`config.mk`:
```
export PLATFORM = sky130hd
export DESIGN_NAME = nonpreemptive_priority_scheduler_top
export DESIGN_NICKNAME = d
export VERILOG_FILES = /design/src/design/npps_pkg.sv /design/src/design/npps_dp.sv /design/src/design/npps_ctrl.sv /design/src/design/nonpreemptive_priority_scheduler_top.sv
export SDC_FILE = /design/constraint.sdc
export NUM_CORES = 1
export LEC_CHECK = 0
export BUFFER_PORTS_ARGS = -buffer_cell sky130_fd_sc_hd__clkbuf_2
export CAP_MARGIN = 20
export CORE_MARGIN = 4
export CORE_UTILIZATION = 55
export DETAILED_ROUTE_END_ITERATION = 8
export PLACE_DENSITY = 0.71
export RECOVER_POWER = 50
export SYNTH_ARGS = -nofsm -noshare
export SYNTH_HDL_FRONTEND = slang
export SYNTH_HIERARCHICAL = 1
export SYNTH_SLANG_ARGS = --single-unit
```
`constraint.sdc`:
```
create_clock -name clk -period 8.97 [get_ports clk]
set_clock_uncertainty 0.1 [all_clocks]
set_input_delay 1.794 -clock clk [delete_from_list [all_inputs] [get_ports clk]]
set_output_delay 1.794 -clock clk [all_outputs]
set_load 0.01 [all_outputs]
```
`src/design/npps_pkg.sv`:
```
package npps_pkg;

    // Defaults for the top-level parameters
    localparam int SLOTS_DEF      = 16;
    localparam int TIME_BITS_DEF  = 16;
    localparam int BURST_BITS_DEF = 12;

    // Fixed field widths of the beats
    localparam int PRI_W         = 4;
    localparam int BURST_FIELD_W = 12;
    localparam int SLOT_FIELD_W  = 4;
    localparam int TIME_FIELD_W  = 16;

    // Operation codes
    localparam logic OP_ADD  = 1'b0;
    localparam logic OP_TICK = 1'b1;

    typedef struct packed {
        logic                     operation;
        logic [PRI_W-1:0]         task_priority;
        logic [BURST_FIELD_W-1:0] task_burst;
    } npps_in_t;

    typedef struct packed {
        logic                    accepted;
        logic [SLOT_FIELD_W-1:0] assigned_slot;
        logic                    running_valid;
        logic [SLOT_FIELD_W-1:0] running_slot;
        logic                    finished;
        logic [SLOT_FIELD_W-1:0] finished_slot;
        logic [TIME_FIELD_W-1:0] turnaround;
        logic [TIME_FIELD_W-1:0] waiting;
        logic [TIME_FIELD_W-1:0] time_now;
    } npps_out_t;

    typedef enum logic [2:0] {
        ST_IDLE,
        ST_ADD,
        ST_PICK,
        ST_RUN,
        ST_CALC,
        ST_WAIT,
        ST_DONE
    } npps_state_t;

    typedef struct packed {
        logic start;
        logic add_step;
        logic pick_step;
        logic run_step;
        logic calc_step;
        logic wait_step;
        logic load_out;
    } npps_cmd_t;

    typedef struct packed {
        logic in_op;
        logic busy;
        logic add_done;
        logic pick_done;
        logic run_go;
        logic res_free;
    } npps_status_t;

endpackage

```
`src/design/npps_dp.sv`:
```
module npps_dp
    import npps_pkg::*;
#(
    parameter int SLOTS      = SLOTS_DEF,
    parameter int TIME_BITS  = TIME_BITS_DEF,
    parameter int BURST_BITS = BURST_BITS_DEF
)(
    input  logic         clk,
    input  logic         rst_n,
    input  npps_cmd_t    cmd,
    output npps_status_t status,
    input  npps_in_t     task_data,
    output npps_out_t    result_data,
    output logic         result_valid,
    input  logic         result_ready
);

    localparam int IDX_W = (SLOTS > 1) ? $clog2(SLOTS) : 1;
    localparam int CNT_W = IDX_W + 1;
    localparam logic [CNT_W-1:0] SCAN_END = CNT_W'(SLOTS);

    // Task table
    logic [PRI_W-1:0]      mem_pri   [SLOTS];
    logic [TIME_BITS-1:0]  mem_arr   [SLOTS];
    logic [BURST_BITS-1:0] mem_burst [SLOTS];
    logic [BURST_BITS-1:0] mem_rem   [SLOTS];

    // Control state
    logic [SLOTS-1:0]     valid_reg, valid_next;
    logic                 busy_reg, busy_next;
    logic [IDX_W-1:0]     cur_reg, cur_next;
    logic [TIME_BITS-1:0] tick_reg, tick_next;
    logic [CNT_W-1:0]     scan_reg, scan_next;
    logic                 pend_reg, pend_next;
    logic                 found_reg, found_next;
    logic                 out_valid_reg, out_valid_next;

    // Payload
    logic [PRI_W-1:0]      pri_reg;
    logic [BURST_BITS-1:0] burst_reg;
    logic [IDX_W-1:0]      best_slot_reg;
    logic [PRI_W-1:0]      best_pri_reg;
    logic [TIME_BITS-1:0]  best_age_reg;
    logic [IDX_W-1:0]      rd_slot_reg;
    logic [PRI_W-1:0]      rd_pri_reg;
    logic [TIME_BITS-1:0]  rd_arr_reg;
    logic [BURST_BITS-1:0] rd_burst_reg;
    logic [BURST_BITS-1:0] rd_rem_reg;
    logic                  wk_acc_reg;
    logic [IDX_W-1:0]      wk_slot_reg;
    logic                  wk_run_reg;
    logic                  wk_fin_reg;
    logic [TIME_BITS-1:0]  ta_reg;
    logic [TIME_BITS-1:0]  wait_reg;
    npps_out_t             out_reg, out_next;

    logic [IDX_W-1:0]      scan_idx;
    logic                  scan_live;
    logic                  scan_free;
    logic                  burst_zero;
    logic                  add_hit;
    logic [TIME_BITS-1:0]  age;
    logic                  better;
    logic                  take;
    logic                  run_go;
    logic [IDX_W-1:0]      run_slot;
    logic [BURST_BITS-1:0] rem_dec;
    logic                  fin;
    logic                  rd_en;
    logic [IDX_W-1:0]      rd_addr;
    logic                  wr_add;
    logic                  wr_rem;
    logic [IDX_W-1:0]      wr_addr;
    logic [BURST_BITS-1:0] wr_rem_data;

    assign scan_idx   = scan_reg[IDX_W-1:0];
    assign scan_live  = scan_reg < SCAN_END;
    assign scan_free  = scan_live && !valid_reg[scan_idx];
    assign burst_zero = burst_reg == '0;
    assign add_hit    = !burst_zero && scan_free;

    // Priority, then age, then slot order (earlier slot kept on a tie)
    assign age    = tick_reg - rd_arr_reg;
    assign better = !found_reg || (rd_pri_reg < best_pri_reg) ||
                    ((rd_pri_reg == best_pri_reg) && (age > best_age_reg));
    assign take   = cmd.pick_step && pend_reg && valid_reg[rd_slot_reg] && better;

    assign run_go   = busy_reg || found_reg;
    assign run_slot = busy_reg ? cur_reg : best_slot_reg;
    assign rem_dec  = (rd_rem_reg != '0) ? (rd_rem_reg - BURST_BITS'(1)) : rd_rem_reg;
    assign fin      = rem_dec == '0;

    assign rd_en       = (cmd.pick_step && scan_live) || cmd.run_step;
    assign rd_addr     = cmd.run_step ? run_slot : scan_idx;
    assign wr_add      = cmd.add_step && add_hit;
    assign wr_rem      = wr_add || cmd.calc_step;
    assign wr_addr     = cmd.calc_step ? cur_reg : scan_idx;
    assign wr_rem_data = cmd.calc_step ? rem_dec : burst_reg;

    assign status.in_op     = task_data.operation;
    assign status.busy      = busy_reg;
    assign status.add_done  = burst_zero || !scan_live || scan_free;
    assign status.pick_done = !scan_live && !pend_reg;
    assign status.run_go    = run_go;
    assign status.res_free  = !out_valid_reg || result_ready;

    assign result_data  = out_reg;
    assign result_valid = out_valid_reg;

    always_comb
    begin
        valid_next     = valid_reg;
        busy_next      = busy_reg;
        cur_next       = cur_reg;
        tick_next      = tick_reg;
        scan_next      = scan_reg;
        pend_next      = pend_reg;
        found_next     = found_reg;
        out_valid_next = out_valid_reg;

        if (cmd.start)
        begin
            scan_next  = '0;
            pend_next  = 1'b0;
            found_next = 1'b0;
        end
        if (cmd.add_step)
        begin
            if (wr_add)
                valid_next[scan_idx] = 1'b1;
            else if (!status.add_done)
                scan_next = scan_reg + CNT_W'(1);
        end
        if (cmd.pick_step)
        begin
            pend_next = scan_live;
            if (scan_live)
                scan_next = scan_reg + CNT_W'(1);
            if (take)
                found_next = 1'b1;
        end
        if (cmd.run_step)
        begin
            busy_next = run_go;
            if (!busy_reg && found_reg)
                cur_next = best_slot_reg;
            tick_next = tick_reg + TIME_BITS'(1);
        end
        if (cmd.calc_step && fin)
        begin
            valid_next[cur_reg] = 1'b0;
            busy_next           = 1'b0;
        end
        if (cmd.load_out)
            out_valid_next = 1'b1;
        else if (result_ready)
            out_valid_next = 1'b0;
    end

    always_comb
    begin
        out_next               = '0;
        out_next.accepted      = wk_acc_reg;
        out_next.running_valid = wk_run_reg;
        out_next.finished      = wk_fin_reg;
        out_next.time_now      = TIME_FIELD_W'(tick_reg);
        if (wk_acc_reg)
            out_next.assigned_slot = SLOT_FIELD_W'(wk_slot_reg);
        if (wk_run_reg)
            out_next.running_slot = SLOT_FIELD_W'(cur_reg);
        if (wk_fin_reg)
        begin
            out_next.finished_slot = SLOT_FIELD_W'(cur_reg);
            out_next.turnaround    = TIME_FIELD_W'(ta_reg);
            out_next.waiting       = TIME_FIELD_W'(wait_reg);
        end
    end

    always_ff @(posedge clk or negedge rst_n)
    begin
        if (!rst_n)
        begin
            valid_reg     <= '0;
            busy_reg      <= 1'b0;
            cur_reg       <= '0;
            tick_reg      <= '0;
            scan_reg      <= '0;
            pend_reg      <= 1'b0;
            found_reg     <= 1'b0;
            out_valid_reg <= 1'b0;
        end
        else
        begin
            valid_reg     <= valid_next;
            busy_reg      <= busy_next;
            cur_reg       <= cur_next;
            tick_reg      <= tick_next;
            scan_reg      <= scan_next;
            pend_reg      <= pend_next;
            found_reg     <= found_next;
            out_valid_reg <= out_valid_next;
        end
    end

    // Table write and registered read
    always_ff @(posedge clk)
    begin
        if (wr_add)
        begin
            mem_pri[wr_addr]   <= pri_reg;
            mem_arr[wr_addr]   <= tick_reg;
            mem_burst[wr_addr] <= burst_reg;
        end
        if (wr_rem)
            mem_rem[wr_addr] <= wr_rem_data;
        if (rd_en)
        begin
            rd_slot_reg  <= rd_addr;
            rd_pri_reg   <= mem_pri[rd_addr];
            rd_arr_reg   <= mem_arr[rd_addr];
            rd_burst_reg <= mem_burst[rd_addr];
            rd_rem_reg   <= mem_rem[rd_addr];
        end
    end

    always_ff @(posedge clk)
    begin
        if (cmd.start)
        begin
            pri_reg    <= task_data.task_priority;
            burst_reg  <= BURST_BITS'(task_data.task_burst);
            wk_acc_reg <= 1'b0;
            wk_run_reg <= 1'b0;
            wk_fin_reg <= 1'b0;
        end
        if (wr_add)
        begin
            wk_acc_reg  <= 1'b1;
            wk_slot_reg <= scan_idx;
        end
        if (take)
        begin
            best_slot_reg <= rd_slot_reg;
            best_pri_reg  <= rd_pri_reg;
            best_age_reg  <= age;
        end
        if (cmd.calc_step)
        begin
            wk_run_reg <= 1'b1;
            wk_fin_reg <= fin;
            ta_reg     <= tick_reg - rd_arr_reg;
        end
        if (cmd.wait_step)
            wait_reg <= ta_reg - TIME_BITS'(rd_burst_reg);
        if (cmd.load_out)
            out_reg <= out_next;
    end

endmodule

```
`src/design/npps_ctrl.sv`:
```
module npps_ctrl
    import npps_pkg::*;
(
    input  logic         clk,
    input  logic         rst_n,
    input  logic         task_valid,
    output logic         task_ready,
    input  npps_status_t status,
    output npps_cmd_t    cmd
);

    npps_state_t state_reg, state_next;

    always_comb
    begin
        state_next = state_reg;
        unique case (state_reg)
            ST_IDLE:
            begin
                if (task_valid)
                begin
                    if (status.in_op == OP_ADD)
                        state_next = ST_ADD;
                    else if (status.busy)
                        state_next = ST_RUN;
                    else
                        state_next = ST_PICK;
                end
            end
            ST_ADD:
            begin
                if (status.add_done)
                    state_next = ST_DONE;
            end
            ST_PICK:
            begin
                if (status.pick_done)
                    state_next = ST_RUN;
            end
            ST_RUN:
            begin
                state_next = status.run_go ? ST_CALC : ST_DONE;
            end
            ST_CALC:
            begin
                state_next = ST_WAIT;
            end
            ST_WAIT:
            begin
                state_next = ST_DONE;
            end
            ST_DONE:
            begin
                if (status.res_free)
                    state_next = ST_IDLE;
            end
            default:
            begin
                state_next = ST_IDLE;
            end
        endcase
    end

    always_comb
    begin
        cmd        = '0;
        task_ready = 1'b0;
        unique case (state_reg)
            ST_IDLE:
            begin
                task_ready = 1'b1;
                cmd.start  = task_valid;
            end
            ST_ADD:  cmd.add_step  = 1'b1;
            ST_PICK: cmd.pick_step = 1'b1;
            ST_RUN:  cmd.run_step  = 1'b1;
            ST_CALC: cmd.calc_step = 1'b1;
            ST_WAIT: cmd.wait_step = 1'b1;
            ST_DONE: cmd.load_out  = status.res_free;
            default: cmd = '0;
        endcase
    end

    always_ff @(posedge clk or negedge rst_n)
    begin
        if (!rst_n)
            state_reg <= ST_IDLE;
        else
            state_reg <= state_next;
    end

endmodule

```
`src/design/nonpreemptive_priority_scheduler_top.sv`:
```
// Non-preemptive priority scheduler. Each beat on the task channel is either an add
// (operation 0: store a task arriving at the current tick in the lowest free slot;
// rejected if the burst is zero or the table is full) or a tick (operation 1: if no
// task runs, start the valid task with the lowest priority number, oldest arrival,
// then lowest slot; run the current task one tick and advance the wrapping time
// counter). Every task beat yields exactly one result beat; a completed task reports
// turnaround and waiting time and frees its slot. One item is processed at a time,
// paced by a controller and a datapath around a single-port task table with
// registered read. An add searches the valid bits linearly. A tick that must choose
// a new task first scans the table read port one entry per cycle; a tick while a
// task is running skips the scan. The result register lets the next task beat be
// accepted while the previous result still waits. No clearing pass is needed
// after reset.
module nonpreemptive_priority_scheduler_top
    import npps_pkg::*;
#(
    parameter int SLOTS      = SLOTS_DEF,
    parameter int TIME_BITS  = TIME_BITS_DEF,
    parameter int BURST_BITS = BURST_BITS_DEF
)(
    input  logic      clk,
    input  logic      rst_n,
    input  logic      task_valid,
    output logic      task_ready,
    input  npps_in_t  task_data,
    output logic      result_valid,
    input  logic      result_ready,
    output npps_out_t result_data
);

    npps_cmd_t    cmd;
    npps_status_t status;

    // Sequence the item: accept, search or scan, run, load the result
    npps_ctrl u_ctrl (
        .clk        (clk),
        .rst_n      (rst_n),
        .task_valid (task_valid),
        .task_ready (task_ready),
        .status     (status),
        .cmd        (cmd)
    );

    // Hold the task table, time counter, running task and result register
    npps_dp #(
        .SLOTS      (SLOTS),
        .TIME_BITS  (TIME_BITS),
        .BURST_BITS (BURST_BITS)
    ) u_dp (
        .clk          (clk),
        .rst_n        (rst_n),
        .cmd          (cmd),
        .status       (status),
        .task_data    (task_data),
        .result_data  (result_data),
        .result_valid (result_valid),
        .result_ready (result_ready)
    );

    // Drop ready after taking a beat: one item in work at a time
    a_one_item: assert property (@(posedge clk) disable iff (!rst_n)
        (task_valid && task_ready) |=> !task_ready)
        else $error("task accepted while an item is still in work");

    // Load the result register only when it is empty or draining
    a_no_overwrite: assert property (@(posedge clk) disable iff (!rst_n)
        cmd.load_out |-> (!result_valid || result_ready))
        else $error("result overwritten before it was taken");

    // A completion always belongs to the task that ran in the same tick
    a_fin_is_run: assert property (@(posedge clk) disable iff (!rst_n)
        (result_valid && result_data.finished) |->
            (result_data.running_valid &&
             (result_data.finished_slot == result_data.running_slot)))
        else $error("finished task differs from running task");

endmodule

```
### Yosys cells after proc, flatten, opt, wreduce, memory -nomap -nowiden

Memory sizes are Yosys's and may differ from the RTL's. A register that Yosys moved wholly into a read port is not among the register bits.
Index checks and enable logic that the tools add are counted.

| operators by class | value |
|---|---|
| order comparisons | 8 |
| multiplexer cells | 52 |
| reduce and logical (&&, ||, !) cells | 38 |
| equality and inequality tests | 11 |
| bitwise gates (word level) | 3 |
| $add $sub $neg | 5 |

Operator list:

| kind | number |
|---|---|
| 2-to-1 mux 16 bit | 3 |
| 2-to-1 mux 5 bit | 6 |
| 2-to-1 mux 1 bit | 27 |
| logical NOT 12 bit | 2 |
| 2-to-1 mux 12 bit | 2 |
| one-hot mux 3 bit (7 select lines) | 1 |
| adder 16 x 1 -> 16 bit, second input constant | 1 |
| bitwise AND 16 bit | 1 |
| greater-than comparator 16 bit | 1 |
| inverter 16 bit | 1 |
| OR 16 bit | 1 |
| subtractor 16 x 12 -> 16 bit | 1 |
| subtractor 16 bit | 1 |
| less-than comparator 4 x 5 -> 1 bit, second input constant | 3 |
| 2-to-1 mux 3 bit | 5 |
| logical AND 1 bit | 13 |
| 2-to-1 mux 4 bit | 3 |
| nonzero test 12 bit | 1 |
| subtractor 12 x 1 -> 12 bit, second input constant | 1 |
| equality test 3 bit, second input constant | 3 |
| binary-select mux 1 bit (select 4 bit) | 2 |
| demux 1 bit (select 4 bit) | 2 |
| >= comparator 4 x 1 -> 1 bit, second input constant | 2 |
| logical OR 1 bit | 8 |
| other kinds (14) | 26 |

| storage, ports and cells | value |
|---|---|
| RAM bits | 704 |
| memories | 4 |
| register bits after elaboration | 194 |
| bits of input ports | 21 |
| output and inout port bits | 65 |

Memories:

| memory | depth | width | rd ports | clocked after Yosys merged registers in | write ports | RTL line | source |
|---|---|---|---|---|---|---|---|
| u_dp.mem_arr | 16 | 16 | 1 | 1 | 1 | npps_dp.sv:24 | `logic [TIME_BITS-1:0] mem_arr [SLOTS];` |
| u_dp.mem_burst | 16 | 12 | 1 | 1 | 1 | npps_dp.sv:25 | `logic [BURST_BITS-1:0] mem_burst [SLOTS];` |
| u_dp.mem_rem | 16 | 12 | 1 | 1 | 1 | npps_dp.sv:26 | `logic [BURST_BITS-1:0] mem_rem [SLOTS];` |
| u_dp.mem_pri | 16 | 4 | 1 | 1 | 1 | npps_dp.sv:23 | `logic [PRI_W-1:0] mem_pri [SLOTS];` |

### Depth between registers and ports, before layout

Gate-level depths: netlist of the first run.

| depth | value |
|---|---|
| depth in word-level cells | 10 |
| mapped depth | 16 |

### By module

The synthesis of the first run kept the hierarchy.

Modules (own cells, without submodules):

| module | area each (µm²) | cells each | sequential area each (µm²) | times used |
|---|---|---|---|---|
| npps_dp | 37373.3 | 1944 | 27951.8 | 1 |
| npps_ctrl | 309.0 | 37 | 75.1 | 1 |

### Worst setup path before layout of the first run

No wires, ideal clock.

| timing path | value |
|---|---|
| kind | input-to-reg |
| from | input result_ready |
| to | register u_dp.out_reg, in the netlist u_dp/result_data[0] (enable) |
| cell stages on the path | 3 |
| setup time | 0.486 ns |
| arrival | 4.649 ns |
| required time | 8.384 ns |
| slack | 3.735 ns |
| cell sequence | nand2b_1 > nand2_1 > nor2_1 |

RTL lines:

| what | RTL line | source |
|---|---|---|
| from (decl) | nonpreemptive_priority_scheduler_top.sv:27 | `input logic result_ready,` |
| to (signal assigned) | npps_dp.sv:256 | `out_reg <= out_next;` |
| to (decl) | npps_dp.sv:55 | `npps_out_t out_reg, out_next;` |

==> run summary, run 1 <==
The global-route wire length before repair is 124000 um, and the final period demand of the worst path is 5.72 ns. For this run, the share of the core covered by cells in the final layout is 62.7%. The number of setup buffers added after CTS is 0.

The portion of synthesized cell area occupied by the leading cell type came out at 71.1%. The flow ran to the end, but the final reports show violations. The path with the worst hold slack has its endpoint at u_dp/best_slot_reg[3]. The run gives 2208 as the number of nets in the layout. In the final layout, the registers with the most flip-flops are u_dp/mem_arr (256), u_dp/mem_burst (192), u_dp/mem_rem (192). The length in cells of the worst reg-to-reg path was 7.

Cell area after synthesis: 37700 um2. The hold violation total from the final report is 0, and the routed via count divided by cell count is 6.21. The setup check on the worst reg-to-reg path leaves a slack of 3.25 ns.

The average size of a mapped cell was 19.0 um2; the share of the clock period used by the worst path was 63.8%. Counting instances, the worst hold path has a depth of 0. The run gives 1697 as the initial DRC count. The tools report the final routed DRC violation total as 0. For the starting density of the core, the log shows 55.8%. In this run, synthesis inferred 892 flip-flops with an integrated enable. Sequential share of the synthesized area: 74.4%. The clock-pin slew of the registers on the worst-case setup and hold paths came out at 0.06 ns. In this design, the critical path's most frequently occurring cell is sky130_fd_sc_hd__buf_4.

The internal portion of the total power is 9.40 mW. The flip-flop count of the largest register, all copies and words added was 256; the placed wire-length estimate was 46100 um. The total core area is 67500 um2, and the count of input and output buffers is 85. The number of clock sinks was 942; the full die area was 72800 um2. The worst-case IR drop observed on VDD is 0.000307 V. Synthesized netlist net count: 2057.

Y dimension of the die: 270 um. The run gives 158 as the number of max-slew violations in the final report. By area the synthesized netlist is led by sky130_fd_sc_hd__edfxtp_1 (71%), sky130_fd_sc_hd__mux4_2 (11%), sky130_fd_sc_hd__dfrtp_1 (3.2%). During synthesis, Yosys emitted a total of 6 warnings. TritonCTS built the clock tree. In this run, the combinational gates consume 28.7% of the power. The logs give 0 for the total inserted antenna cells and 0 for the initial antenna violation count. The checks that failed: capacitance limit, slew limit.

The run gives 2902 as the total instance count after detailed placement. The biggest cell delay along the critical path works out to 2.22 ns. The run gives 0.175 GHz as the maximum achievable frequency.

Measured along the x axis, the die boundary spans 270 um. Dividing total power by cell area gives a power density of 322 nW/um2. The worst setup path is of the reg2reg kind. The final route contains 19100 vias. In this run the core area contains 95 standard-cell rows.

The share of post-route cells with drive strength above 1 is 22.0%. For this design, the slowest cell found on the critical path is sky130_fd_sc_hd__clkbuf_1. The min-delay analysis places its worst path in the category reg2reg. The part of the total power dissipated in sequential elements is 43.4%, and the number of global-route vias before repair is 19600.

The final-report setup violation count is 0, and the worst slew slack as a fraction of its limit is -153%. In this run the critical register-to-register path is launched from u_ctrl/state_reg[2]. In this run the static leakage power is 14.2 nW.

Kind of start point of the critical path: a register. Maximum count of clock buffers along a single path: 3. The switching share of power came out at 31.1%.

The post-route antenna net violation count was 0; the total of max-cap violations was 3. For the worst-skew pair, the clock arrives at the later sink with an insertion delay of 0.64 ns. In the final routed layout, each cell accounts on average for 26.7 um. The first TritonRoute pass finished after 5 iterations. The cell count after synthesis came out at 1981. At the end of routability-driven placement, the weighted congestion stood at 0.890. Setup repair after global routing left no endpoint under its margin. In this run, CTS created clock tree buffers numbering 92. The count of cells in the finished layout, fillers not included, comes to 3082.

In this run the power spent charging and discharging nets is 4.24 mW. Fraction of registers with async set/reset: 5.10%. Total power for the finished layout comes to 13.6 mW. Worst hold path startpoint: u_dp/rd_slot_reg[3]. The area added between synthesis and finish is 12.4%, and the number of hold-repair buffers added at the cts stage is 0.

The tools report the distinct cell type count of the synthesized netlist as 64. In the synthesized netlist the dominant register cell turns out to be sky130_fd_sc_hd__edfxtp_1. For the required time of the critical path, the log shows 9.20 ns.

In this run the critical register-to-register path is captured at u_dp/mem_rem[0][0]. More flip-flops sit in one register than any other, and that register is u_dp/mem_arr. In this run the worst path has a maximum fanout of 59. Traced cell by cell, the critical path runs through inv_1 > nor3_1 > clkbuf_1 > a21oi_1 > buf_4 > nor2_1 > buf_4. The tree is rooted in a sky130_fd_sc_hd__clkbuf_16. The clock network burns 28.0% of the power. The slew at the pin closest to its max-slew limit was 3.79 ns. The largest net degree at the start of global routing was 146.

The tools report the overall routed net length as 82400 um. 86 I/O pins were placed. The H-tree generated during clock tree synthesis spans 3 levels. For this run the aggregate overflow at the end of global routing stands at 0.

The logs give 0 for the number of gates resized after CTS and 22.7% for the global router's overall resource usage. The flop and latch count out of synthesis is 942. The biggest area contributor in the post-synthesis netlist is sky130_fd_sc_hd__edfxtp_1.

The setup TNS after final layout is 0 ns, and the data arrival at the endpoint of the critical path is 5.95 ns. The worst setup path is captured at a register.
final cells by class:
type / instances / area (um2)
flip-flops and latches: 942 / 28000
fillers: 4627 / 25200
multi-input cells: 880 / 9140
clock buffers: 117 / 2490
well taps: 873 / 1090
repair buffers: 140 / 806
clock inverters: 54 / 524
inverters: 76 / 285
cell usage after synthesis, types with 5 or more instances:
master                     number
sky130_fd_sc_hd__a31oi_1       24
sky130_fd_sc_hd__a22oi_1       45
sky130_fd_sc_hd__edfxtp_1     892
sky130_fd_sc_hd__nand2_1       29
sky130_fd_sc_hd__o31ai_1        6
sky130_fd_sc_hd__o21ai_0       74
sky130_fd_sc_hd__xnor2_1       31
sky130_fd_sc_hd__nand4_1        8
sky130_fd_sc_hd__nand2b_1       6
sky130_fd_sc_hd__mux2i_1       63
sky130_fd_sc_hd__buf_1         13
sky130_fd_sc_hd__o21a_1         9
sky130_fd_sc_hd__or3_1          6
sky130_fd_sc_hd__buf_2         20
sky130_fd_sc_hd__xor2_1        12
sky130_fd_sc_hd__o211ai_1       5
sky130_fd_sc_hd__and3_1         6
sky130_fd_sc_hd__inv_1         75
sky130_fd_sc_hd__buf_6          5
sky130_fd_sc_hd__ha_1          53
sky130_fd_sc_hd__mux2_2         7
sky130_fd_sc_hd__mux4_2       183
sky130_fd_sc_hd__and2_1        52
sky130_fd_sc_hd__nor2_1        87
sky130_fd_sc_hd__a211oi_1       7
sky130_fd_sc_hd__nor4_1         8
sky130_fd_sc_hd__a21o_1        14
sky130_fd_sc_hd__nor2b_1       13
sky130_fd_sc_hd__clkbuf_1      41
sky130_fd_sc_hd__dfrtp_1       48
sky130_fd_sc_hd__nor3_1        18
sky130_fd_sc_hd__a21oi_1       45
sky130_fd_sc_hd__nand3_1       17
power by group through the flow:
stage / clock network (mW) / logic (mW) / registers, mW
6_report: 3.81 / 3.91 / 5.92
5_1_grt: 4.08 / 4.26 / 5.96
4_1_cts: 3.88 / 3.95 / 5.89
3_5_place_dp: 0 / 3.94 / 5.98
3_3_place_gp: 0 / 3.83 / 5.96
2_1_floorplan: 0 / 3.05 / 5.83
worst max-delay path, delay by kind of cell, from the launching register on:
kind	cells	cell delay [ns]
AND/OR/NAND/NOR	2	0.92
flip-flops	1	0.59
AO/OA/AOI/OAI	1	0.68
buffers and inverters	4	3.10
logic make-up after synthesis:
family / share of synthesized area (%)
flip-flops: 74.4
AND/OR/NAND/NOR: 3.76
AO/OA/AOI/OAI: 4.35
multiplexers: 12.9
buffers and inverters: 1.79
adder cells (fa/ha/maj): 1.87
XOR/XNOR: 0.999
how the worst max path moves through the flow:
stage / from / to / slack (ns) / cells past startpoint
floorplan: result_ready / u_dp/result_data[0] / 3.74 / 3
global placement: u_dp/tick_reg[1] / u_dp/best_slot_reg[0] / 4.47 / 14
detailed placement: u_dp/tick_reg[1] / u_dp/best_slot_reg[3] / 4.31 / 14
global route: u_ctrl/state_reg[2] / u_dp/mem_rem[0][1] / 2.96 / 7
finish: u_ctrl/state_reg[2] / u_dp/mem_rem[0][0] / 3.25 / 7
CTS: u_dp/tick_reg[1] / u_dp/best_slot_reg[3] / 4.28 / 14
cell usage in the layout, fill, tap and decap left out, types with 39 or more instances in the layout:
master,netlist,routed
sky130_fd_sc_hd__ha_1,53,53
sky130_fd_sc_hd__clkbuf_2,0,81
sky130_fd_sc_hd__a21oi_1,45,43
sky130_fd_sc_hd__inv_1,75,75
sky130_fd_sc_hd__edfxtp_1,892,892
sky130_fd_sc_hd__mux2i_1,63,63
sky130_fd_sc_hd__dfrtp_1,48,48
sky130_fd_sc_hd__mux4_2,183,183
sky130_fd_sc_hd__nor2_1,87,61
sky130_fd_sc_hd__buf_4,4,39
sky130_fd_sc_hd__o21ai_0,74,74
sky130_fd_sc_hd__a22oi_1,45,46
sky130_fd_sc_hd__clkbuf_16,0,95
through the flow:
| step | instance area (um2) | worst slack [ns] | hold slack [ns] |
|---|---|---|---|
| 3_5_place_dp | 39400 | 4.31 | 0.359 |
| 5_1_grt | 42400 | 2.96 | 0.398 |
| 4_1_cts | 42400 | 4.28 | 0.382 |
| 3_3_place_gp | 39400 | 4.47 | 0.360 |
| 2_1_floorplan | 37700 | 3.74 | 0.323 |
| 6_report | 42400 | 3.25 | 0.379 |
routing by layer:
metal / GRT usage, % / part of all wire (%) / vias up
li1: - / - / 8285
met5: 0 / 0 / -
met1: 30.7 / 39 / 9843
met3: 4.75 / 8.3 / 166
met2: 37.3 / 49 / 833
met4: 7.66 / 3.0 / 0
(Power assumes the default switching activity.)
==> run 2, diff against run 1 <==
clock period = 6 ns   (was 8.97 ns; I/O delays follow)
==> run 2 against run 1 <==
Largest power group unchanged. The run still ends with capacitance limit, slew limit left. Total power rose by 50%. Die area stayed put. Critical path type unchanged. Cell area hardly changed. Largest cell class unchanged. Highest routed layer unchanged. Via count increased by 0.49%. Hold slack lost 0.013 ns. Utilization hardly changed. Critical endpoint is now u_dp/rd_burst_reg[2]. Wire length fell by 0.33%. Cell count about the same. Fmax rose by 13%. Clock-buffer cell count shrank 6. Combinational power grew 53%. Non-clock buffer count rose by 2.
==> run summary, run 2 (synthesized netlist as in run 1, its figures left out) <==
Clock tree synthesis selected as its root buffer the cell sky130_fd_sc_hd__clkbuf_16. The top register by number of flip-flops was u_dp/mem_arr. The run gives 82200 um (-0.33%) as the overall routed net length. Setup repair after global routing left no endpoint under its margin. The post-place setup slack was 1.12 ns (-3.20 ns).

The logs give 0 (unchanged) for the final routed DRC violation total and 5.38 ns (-0.57 ns) for the data arrival at the endpoint of the critical path. Number of clock sinks: 942 (unchanged). The mean routed wirelength per cell was 26.7 um (-0.36%). The full die area was 72800 um2 (unchanged); the total instance count after detailed placement was 2905 (+0.10%). The part of the total power dissipated in sequential elements is 43.0% (-0.4 points), and the global-route wire length before repair is 124000 um (+0.54%).

The share of the clock period used by the worst path was 84.7% (+21 points); the number of hold-repair buffers added at the cts stage was 0 (unchanged). The starting density of the core was 55.8% (unchanged); the largest fanout on the critical path was 24 (-59%). The run gives 6.30 ns (-2.90 ns) as the required time of the critical path. STA classifies the critical path endpoint as a register. The worst setup path is launched from a register. The final worst-path setup slack is 0.915 ns (-2.33 ns), and the ratio of total power to cell area is 483 nW/um2 (+50%). TritonCTS built the clock tree. Placed wire-length estimate: 48000 um (+4.1%).

The initial DRC count was 1988 (+17%). The clock-pin slew of the registers on the worst-case setup and hold paths is 0.06 ns (about the same). The logs give 0 (unchanged) for the number of gates resized after CTS and 0 (unchanged) for the final-report setup violation count.

The library cells used most frequently in the layout, excluding fill and tap cells, are sky130_fd_sc_hd__edfxtp_1 (892), sky130_fd_sc_hd__mux4_2 (183), sky130_fd_sc_hd__clkbuf_16 (94). The clock latency on the worst-skew pair was 0.64 ns (about the same). The part of the power in the clock network is 27.8% (-0.2 points). The routed via count divided by cell count works out to 6.23 (+0.45%). The run gives 133 (-8.9%) as the largest net degree at the start of global routing. The count of cells along the worst hold path came out at 0 (unchanged). The share of total power in combinational logic came out at 29.2% (+0.5 points). Terminus of the critical flop-to-flop path: u_dp/rd_burst_reg[2].

The maximum achievable frequency was 0.197 GHz (+13%). The largest registers in the layout are u_dp/mem_arr (256), u_dp/mem_burst (192), u_dp/mem_rem (192). The worst hold-check path type was reg2reg. Number of ports placed on the die boundary: 86 (unchanged). The run gives 3 (unchanged) as the total number of H-tree levels. The run gives 14.1 nW (-1.2%) as the leakage component of the power.

The worst setup path is of the reg2reg kind. For the post-route antenna net violation count, the log shows 0 (unchanged). The beginning of the worst register-to-register path is u_ctrl/state_reg[1].

The worst hold path begins at u_dp/rd_slot_reg[3]. The number of max-slew violations in the final report was 139 (-12%); the y dimension of the die was 270 um (unchanged). The total clock buffers created by CTS is 91 (-1.1%).

The final reports fail on capacitance limit, slew limit. The area added between synthesis and finish is 12.4% (about the same). Tracing the worst setup path back leads to its startpoint at u_ctrl/state_reg[1].

The tools report the total number of placement rows as 95 (unchanged). The logs give 0.880 (-1.1%) for the weighted congestion reported at the end of routability-driven placement and 3083 (+0.032%) for the number of standard cells in the final layout excluding fillers. The total inserted antenna cells came out at 0 (unchanged). Setup TNS after final layout: 0 ns (unchanged). Most frequent standard cell in the layout excluding fill and tap cells: sky130_fd_sc_hd__edfxtp_1. The switching share of power was 31.2% (+0.11 points).

The initial antenna violation count is 0 (unchanged), and the slew at the pin closest to its max-slew limit is 3.93 ns (+0.139 ns). The count of input and output buffers works out to 85 (unchanged). The total internal power was 14.1 mW (+50%); the number of setup buffers added after CTS was 0 (unchanged). The flow ran to the end, but the final reports show violations. The power spent charging and discharging nets was 6.38 mW (+50%); the flip-flop count of the largest register, all copies and words added was 256 (unchanged). The run gives 0 (unchanged) as the hold violation total from the final report. The total via count after detailed routing came out at 19200 (+0.49%).

The iteration count of the initial detailed-routing pass is 5 (unchanged), and the share of post-route cells with drive strength above 1 is 19.6% (-2.5 points). The total of max-cap violations was 3 (unchanged). The length in cells of the worst reg-to-reg path is 7 (unchanged). The run gives 19500 (-0.30%) as the number of global-route vias before repair. The width of the die is 270 um (unchanged), and the setup slack of the worst register-to-register path is 0.92 ns (-2.33 ns). The worst slew slack as a fraction of its limit came out at -162% (-9.3 points).

The global router's overall resource usage came out at 22.7% (about the same). The endpoint with the worst hold slack was u_dp/best_slot_reg[3]. The final period demand of the worst path was 5.08 ns (-0.638 ns); the number of nets in the layout was 2209 (+0.045%). The global route total overflow was 0 (unchanged); the final hold slack was 0.366 ns (-0.0134 ns). The run gives 0.000593 V (+93%) as the maximum ir drop on the vdd rail.

The total core area is 67500 um2 (unchanged). The tools report the maximum count of clock buffers along a single path as 3 (unchanged).
## run 2: cell count changes in the layout (fill, tap and decap cells not counted), moves of 2 or more
cell / change
sky130_fd_sc_hd__clkbuf_2: -60
sky130_fd_sc_hd__clkbuf_1: +55
sky130_fd_sc_hd__clkinv_1: +8
sky130_fd_sc_hd__nor2_1: -5
sky130_fd_sc_hd__clkinv_2: -4
sky130_fd_sc_hd__nor2_2: +4
sky130_fd_sc_hd__clkinv_8: -2
## run 2: worst max-delay path by stage
stage / slack (ns) / endpoint
5_1_grt: 0.66 / u_dp/best_pri_reg[3]
2_1_floorplan: 1.36 / u_dp/result_data[0]
3_5_place_dp: 1.12 / u_dp/best_slot_reg[0]
4_1_cts: 1.08 / u_dp/best_pri_reg[3]
3_3_place_gp: 1.36 / u_dp/best_slot_reg[1]
6_report: 0.92 / u_dp/rd_burst_reg[2]
## run 2: final cells by class
type                    instances  area (um2)
inverters                      76         285
clock buffers                 111        2450
fillers                      4578       25200
repair buffers                142         758
flip-flops and latches        942       28000
multi-input cells             880        9170
clock inverters                59         571
well taps                     873        1090
## run 2: stage by stage
step                      utilization (%)  total power [mW]  cell area (um2)
after floorplan                         -              13.3            37700
after global placement               58.4              14.8            39400
after detailed placement             58.4              14.9            39400
final                                62.7              20.5            42400
after global routing                 62.7              21.5            42400
after CTS                            62.9              20.6            42400
## run 2: worst max-delay path, cell delays in order, from the launching register on
cell and delay (ns):
sky130_fd_sc_hd__dfrtp_1 0.66, sky130_fd_sc_hd__and3_1 0.55, sky130_fd_sc_hd__a21o_1 1.57, sky130_fd_sc_hd__inv_1 0.29, sky130_fd_sc_hd__nor2_4 0.93, sky130_fd_sc_hd__buf_4 0.43, sky130_fd_sc_hd__a22oi_1 0.10, sky130_fd_sc_hd__o21ai_0 0.18
## run 2: routing by layer
metal | track usage [%] | wire [um] | vias up
li1 | - | - | 8285
met1 | 32.4 | 34000 | 9990
met2 | 37.2 | 40100 | 819
met3 | 3.65 | 6160 | 126
met4 | 6.03 | 1920 | 0
met5 | 0 | 0 | -
## run 2: power groups by stage
stage	Clock [mW]	Sequential, mW	Combinational, mW
2_1_floorplan	0	8.72	4.56
3_3_place_gp	0	8.88	5.89
3_5_place_dp	0	8.91	5.98
4_1_cts	5.80	8.77	6.01
5_1_grt	6.11	8.85	6.49
6_report	5.70	8.79	5.97
==> run 3, diff against run 2 <==
ABC_AREA = 1   (was default)
clock period = 5.1 ns   (was 6 ns; I/O delays follow)
==> run 3 against run 2 <==
The flow still finishes with violations (capacitance limit, slew limit). Combinational power rose by 81%. Register-to-register slack worse by 0.47 ns. Clock-buffer cell count increased by 1. Cell count increased by 44%. Via count is 35% higher. Die area rose by 6.3%. Largest cell class unchanged. Highest routed layer unchanged.
==> run summary, run 3 <==
The flow ran to the end, but the final reports show violations. The checks that failed: capacitance limit, slew limit. Total via count after detailed routing: 26000 (+35%).

The final period demand of the worst path is 4.65 ns (-0.431 ns). For the global-route wire length before repair, the log shows 150000 um (+21%). The portion of synthesized cell area occupied by the leading cell type is 66.7% (-4.4 points).

The beginning of the worst register-to-register path is u_ctrl/state_reg[0]. The run gives 55.8% (about the same) as the starting density of the core. The run gives 0 (unchanged) as the final routed DRC violation total. The part of the power in the clock network came out at 24.1% (-3.7 points).

Traced cell by cell, the critical path runs through inv_2 > nor2_1 > inv_1 > nor2_2 > clkbuf_1 > nand3_1 > o21ai_4 > buf_4 > buf_4 > or2_2 > o211ai_1 > o211ai_1 > nand3_1 > nand2_1. The logs give 942 (unchanged) for the number of clock sinks and 0 (unchanged) for the post-route antenna net violation count. The worst setup path is launched from a register. The library cell used most frequently in the layout, excluding fill and tap cells, is sky130_fd_sc_hd__edfxtp_1. The routed via count divided by cell count is 5.84 (-6.4%). The hold violation total from the final report is 0 (unchanged).

Biggest cell delay along the critical path: 0.87 ns (-0.70 ns). The path with the worst hold slack has its endpoint at u_dp/best_pri_reg[0]. Share of total power in combinational logic: 38.1% (+8.9 points).

The total number of placement rows was 98 (+3.2%). The flip-flop count of the largest register, all copies and words added is 256 (unchanged), and the number of enable flip-flop cells after synthesis is 892 (unchanged). The number of synthesis warnings is 6 (unchanged). The mean routed wirelength per cell came out at 22.3 um (-16%). Number of hold-repair buffers added at the cts stage: 0 (unchanged).

The fraction of registers with async set/reset is 5.10% (unchanged). In the post-synthesis netlist, the biggest area contributors are sky130_fd_sc_hd__edfxtp_1 (67%), sky130_fd_sc_hd__nor2_1 (4.3%), sky130_fd_sc_hd__nand3_1 (3.8%). The critical path in this run is classified as reg2reg. The sum of routed wire segments on met1 is 40600 um (+19%). The run gives 0.45 ns (-0.47 ns) as the setup slack of the worst register-to-register path.

The commonest cells after synthesis are sky130_fd_sc_hd__edfxtp_1 (892), sky130_fd_sc_hd__nor2_1 (458), sky130_fd_sc_hd__nand2_1 (377). The leakage component of the power was 16.1 nW (+14%). The width of the die is 278 um (+3.1%), and the post-synthesis share of cell area spent on full adders, half adders and majority gates is 1.75% (-0.11 points).

For the data arrival at the endpoint of the critical path, the log shows 5.03 ns (-0.35 ns). The total inserted antenna cells came out at 0 (unchanged). The run gives 0 ns (unchanged) as the setup TNS after final layout. The tools report the total core area as 72000 um2 (+6.6%).

The largest fanout on the critical path is 68 (+180%), and the final-report setup violation count is 0 (unchanged). The endpoint identified for the worst register-to-register timing path is u_dp/rd_arr_reg[8]. For the maximum ir drop on the vdd rail, the log shows 0.000930 V (+57%). The tools report the total of max-cap violations as 4 (+1). The distinct cell type count of the synthesized netlist is 45 (-30%), and the share of post-route cells with drive strength above 1 is 11.0% (-8.6 points). The total number of H-tree levels is 3 (unchanged), and the synthesized netlist cell count is 3321 (+68%).

The overall routed net length was 99400 um (+21%); the multi-input gate area in the final layout was 10600 um2 (+16%). The total clock buffers created by CTS is 92 (+1.1%). For the total internal power, the log shows 17.3 mW (+23%).

Maximum count of clock buffers along a single path: 3 (unchanged). The run gives 0.64 ns (about the same) as the clock latency on the worst-skew pair. TritonCTS built the clock tree. The average size of a mapped cell was 12.1 um2 (-36%). The post-placement cell area is 41900 um2 (+6.3%), and the footprint of the flip-flops and latches is 28000 um2 (unchanged).

The synthesized netlist net count came out at 3397 (+65%). The simple-gate portion of the synthesized area is 15.5% (+12 points). The flop and latch count out of synthesis is 942 (unchanged). The most common cell in the synthesized netlist is sky130_fd_sc_hd__edfxtp_1. The sequential share of the synthesized area was 69.8% (-4.6 points).

In the final layout, the registers with the most flip-flops are u_dp/mem_arr (256), u_dp/mem_burst (192), u_dp/mem_rem (192). The overall power is 28.3 mW (+38%). The run gives 175 (+26%) as the number of max-slew violations in the final report. The worst hold path startpoint was u_dp/rd_pri_reg[0]. The initial DRC count is 2870 (+44%). Worst hold-check path type: reg2reg.

The number of setup buffers added after CTS is 0 (unchanged), and the placed wire-length estimate is 56100 um (+17%). The amount of wire on met2 after detailed routing is 48100 um (+20%). The share of the clock period used by the worst path works out to 91.3% (+6.5 points). The y dimension of the die was 278 um (+3.1%); the maximum achievable frequency was 0.215 GHz (+9.3%). The xor-xnor portion of the synthesized cell area came out at 1.00% (+0.0041 points). The count of cells along the worst hold path came out at 0 (unchanged). The tools report the final hold slack as 0.347 ns (-0.0191 ns).

The tools report the number of filler cells placed in the layout as 5348 (+17%). The switching share of power was 38.9% (+7.7 points); the multiplexer area fraction after synthesis was 0% (-13 points). The post-route cell area was 44800 um2 (+5.7%).

By area, the combinational part of the netlist is dominated by simple AND/OR/NAND/NOR gates. For the required time of the critical path, the log shows 5.48 ns (-0.82 ns). In the layout the commonest cells are sky130_fd_sc_hd__edfxtp_1 (892), sky130_fd_sc_hd__nor2_1 (445), sky130_fd_sc_hd__nand2_1 (380). Largest net degree at the start of global routing: 225 (+69%). The primary flip-flop cell chosen by synthesis mapping is sky130_fd_sc_hd__edfxtp_1. The power spent charging and discharging nets was 11.0 mW (+72%). The run gives -144% (+18 points) as the worst slew slack as a fraction of its limit. The number of ports placed on the die boundary is 86 (unchanged), and the number of gates resized after CTS is 0 (unchanged). The ratio of total power to cell area works out to 631 nW/um2 (+31%). The part of the total power dissipated in sequential elements is 37.8% (-5.2 points), and the slew at the pin closest to its max-slew limit is 3.66 ns (-0.270 ns). The run gives 24900 (+28%) as the number of global-route vias before repair. The highest-delay cell along the critical path is sky130_fd_sc_hd__clkbuf_1. For the number of nets in the layout, the log shows 3502 (+59%). The initial antenna violation count was 1 (+1). Counting flops per register, the top entry is u_dp/mem_arr. The clock-pin slew of the registers on the worst-case setup and hold paths works out to 0.06 ns (about the same). Cell taking the most area after synthesis: sky130_fd_sc_hd__edfxtp_1. The tree is rooted in a sky130_fd_sc_hd__clkbuf_16. The iteration count of the initial detailed-routing pass is 6 (+1), and the compound-cell area share of the yosys netlist is 7.76% (+3.4 points). From synthesis to final layout, the design area changed by 11.5%.

The cell area after synthesis was 40100 um2 (+6.5%). Setup repair after global routing left no endpoint under its margin. The total met3 wirelength after detailed routing came out at 8030 um (+30%). The count of input and output buffers is 85 (unchanged), and the length in cells of the worst reg-to-reg path is 14 (+7). The run gives 77400 um2 (+6.3%) as the full die area.

The worst setup path is captured at a register. The uppermost metal layer occupied by signal nets is met4. The logs give 0.921 (+4.7%) for the weighted congestion reported at the end of routability-driven placement and 0 (unchanged) for the global route total overflow.

Global router's overall resource usage: 25.2% (+2.5 points).
-- run 3: cell types whose count changed after synthesis, moves of 101 or more --
cell,previous run,this run
sky130_fd_sc_hd__nor2_1,87,458
sky130_fd_sc_hd__nand2_1,29,377
sky130_fd_sc_hd__nand3_1,17,304
sky130_fd_sc_hd__o211ai_1,5,197
sky130_fd_sc_hd__mux4_2,183,0
sky130_fd_sc_hd__o21ai_0,74,233
sky130_fd_sc_hd__inv_1,75,209
sky130_fd_sc_hd__or2_2,3,104
-- run 3: power groups by stage --
stage	Clock, mW	Sequential, mW	Combinational, mW
2_1_floorplan	0	10.7	7.62
3_3_place_gp	0	10.8	10.4
3_5_place_dp	0	10.8	10.7
4_1_cts	6.90	10.7	10.8
5_1_grt	7.25	10.8	11.9
6_report	6.80	10.7	10.8
-- run 3: worst max-delay path: cells and delay by family, from the launching register on --
| kind | cells | cell delay, ns |
|---|---|---|
| AND/OR/NAND/NOR | 6 | 1.08 |
| flip-flops | 1 | 0.51 |
| buffers and inverters | 5 | 2.27 |
| AO/OA/AOI/OAI | 3 | 0.46 |
-- run 3: worst max-delay path by stage --
stage / end / cells after the start / slack [ns] / startpoint
after floorplan: u_dp/result_data[0] / 4 / 0.87 / result_ready
after global placement: u_dp/best_slot_reg[3] / 19 / 0.76 / u_dp/tick_reg[1]
after detailed placement: u_dp/best_age_reg[4] / 19 / 0.74 / u_dp/tick_reg[1]
after CTS: u_dp/best_slot_reg[0] / 19 / 0.70 / u_dp/tick_reg[1]
after global routing: u_dp/rd_arr_reg[8] / 14 / 0.15 / u_ctrl/state_reg[0]
final: u_dp/rd_arr_reg[8] / 14 / 0.45 / u_ctrl/state_reg[0]
-- run 3: cell families (layout without fill, tap and decap cells) --
group | after synthesis | after routing
AO/OA/AOI/OAI | 516 | 516
XOR/XNOR | 46 | 46
AND/OR/NAND/NOR | 1377 | 1377
buffers and inverters | 385 | 567
adder cells (fa/ha/maj) | 55 | 55
flip-flops | 942 | 942
-- run 3: per-layer routing --
| layer | vias up | global-route usage (%) |
|---|---|---|
| li1 | 12000 | - |
| met1 | 12700 | 35.2 |
| met2 | 1137 | 41.6 |
| met3 | 166 | 3.72 |
| met4 | 0 | 7.68 |
| met5 | - | 0 |
-- run 3: final cells by class --
type | count | share of cell area (%)
Inverter | 220 | 1.87
Sequential cell | 942 | 62.6
Timing Repair Buffer | 176 | 2.37
Tap cell | 950 | 2.66
Multi-Input combinational cell | 1994 | 23.7
Clock inverter | 59 | 1.26
Clock buffer | 112 | 5.57
-- run 3: stage by stage --
stage | std cells | setup slack (ns) | util, %
2_1_floorplan | 3321 | 0.866 | -
3_3_place_gp | 4281 | 0.758 | 58.2
3_5_place_dp | 4282 | 0.736 | 58.2
4_1_cts | 4453 | 0.699 | 62.5
5_1_grt | 4453 | 0.151 | 62.2
6_report | 4453 | 0.446 | 62.2
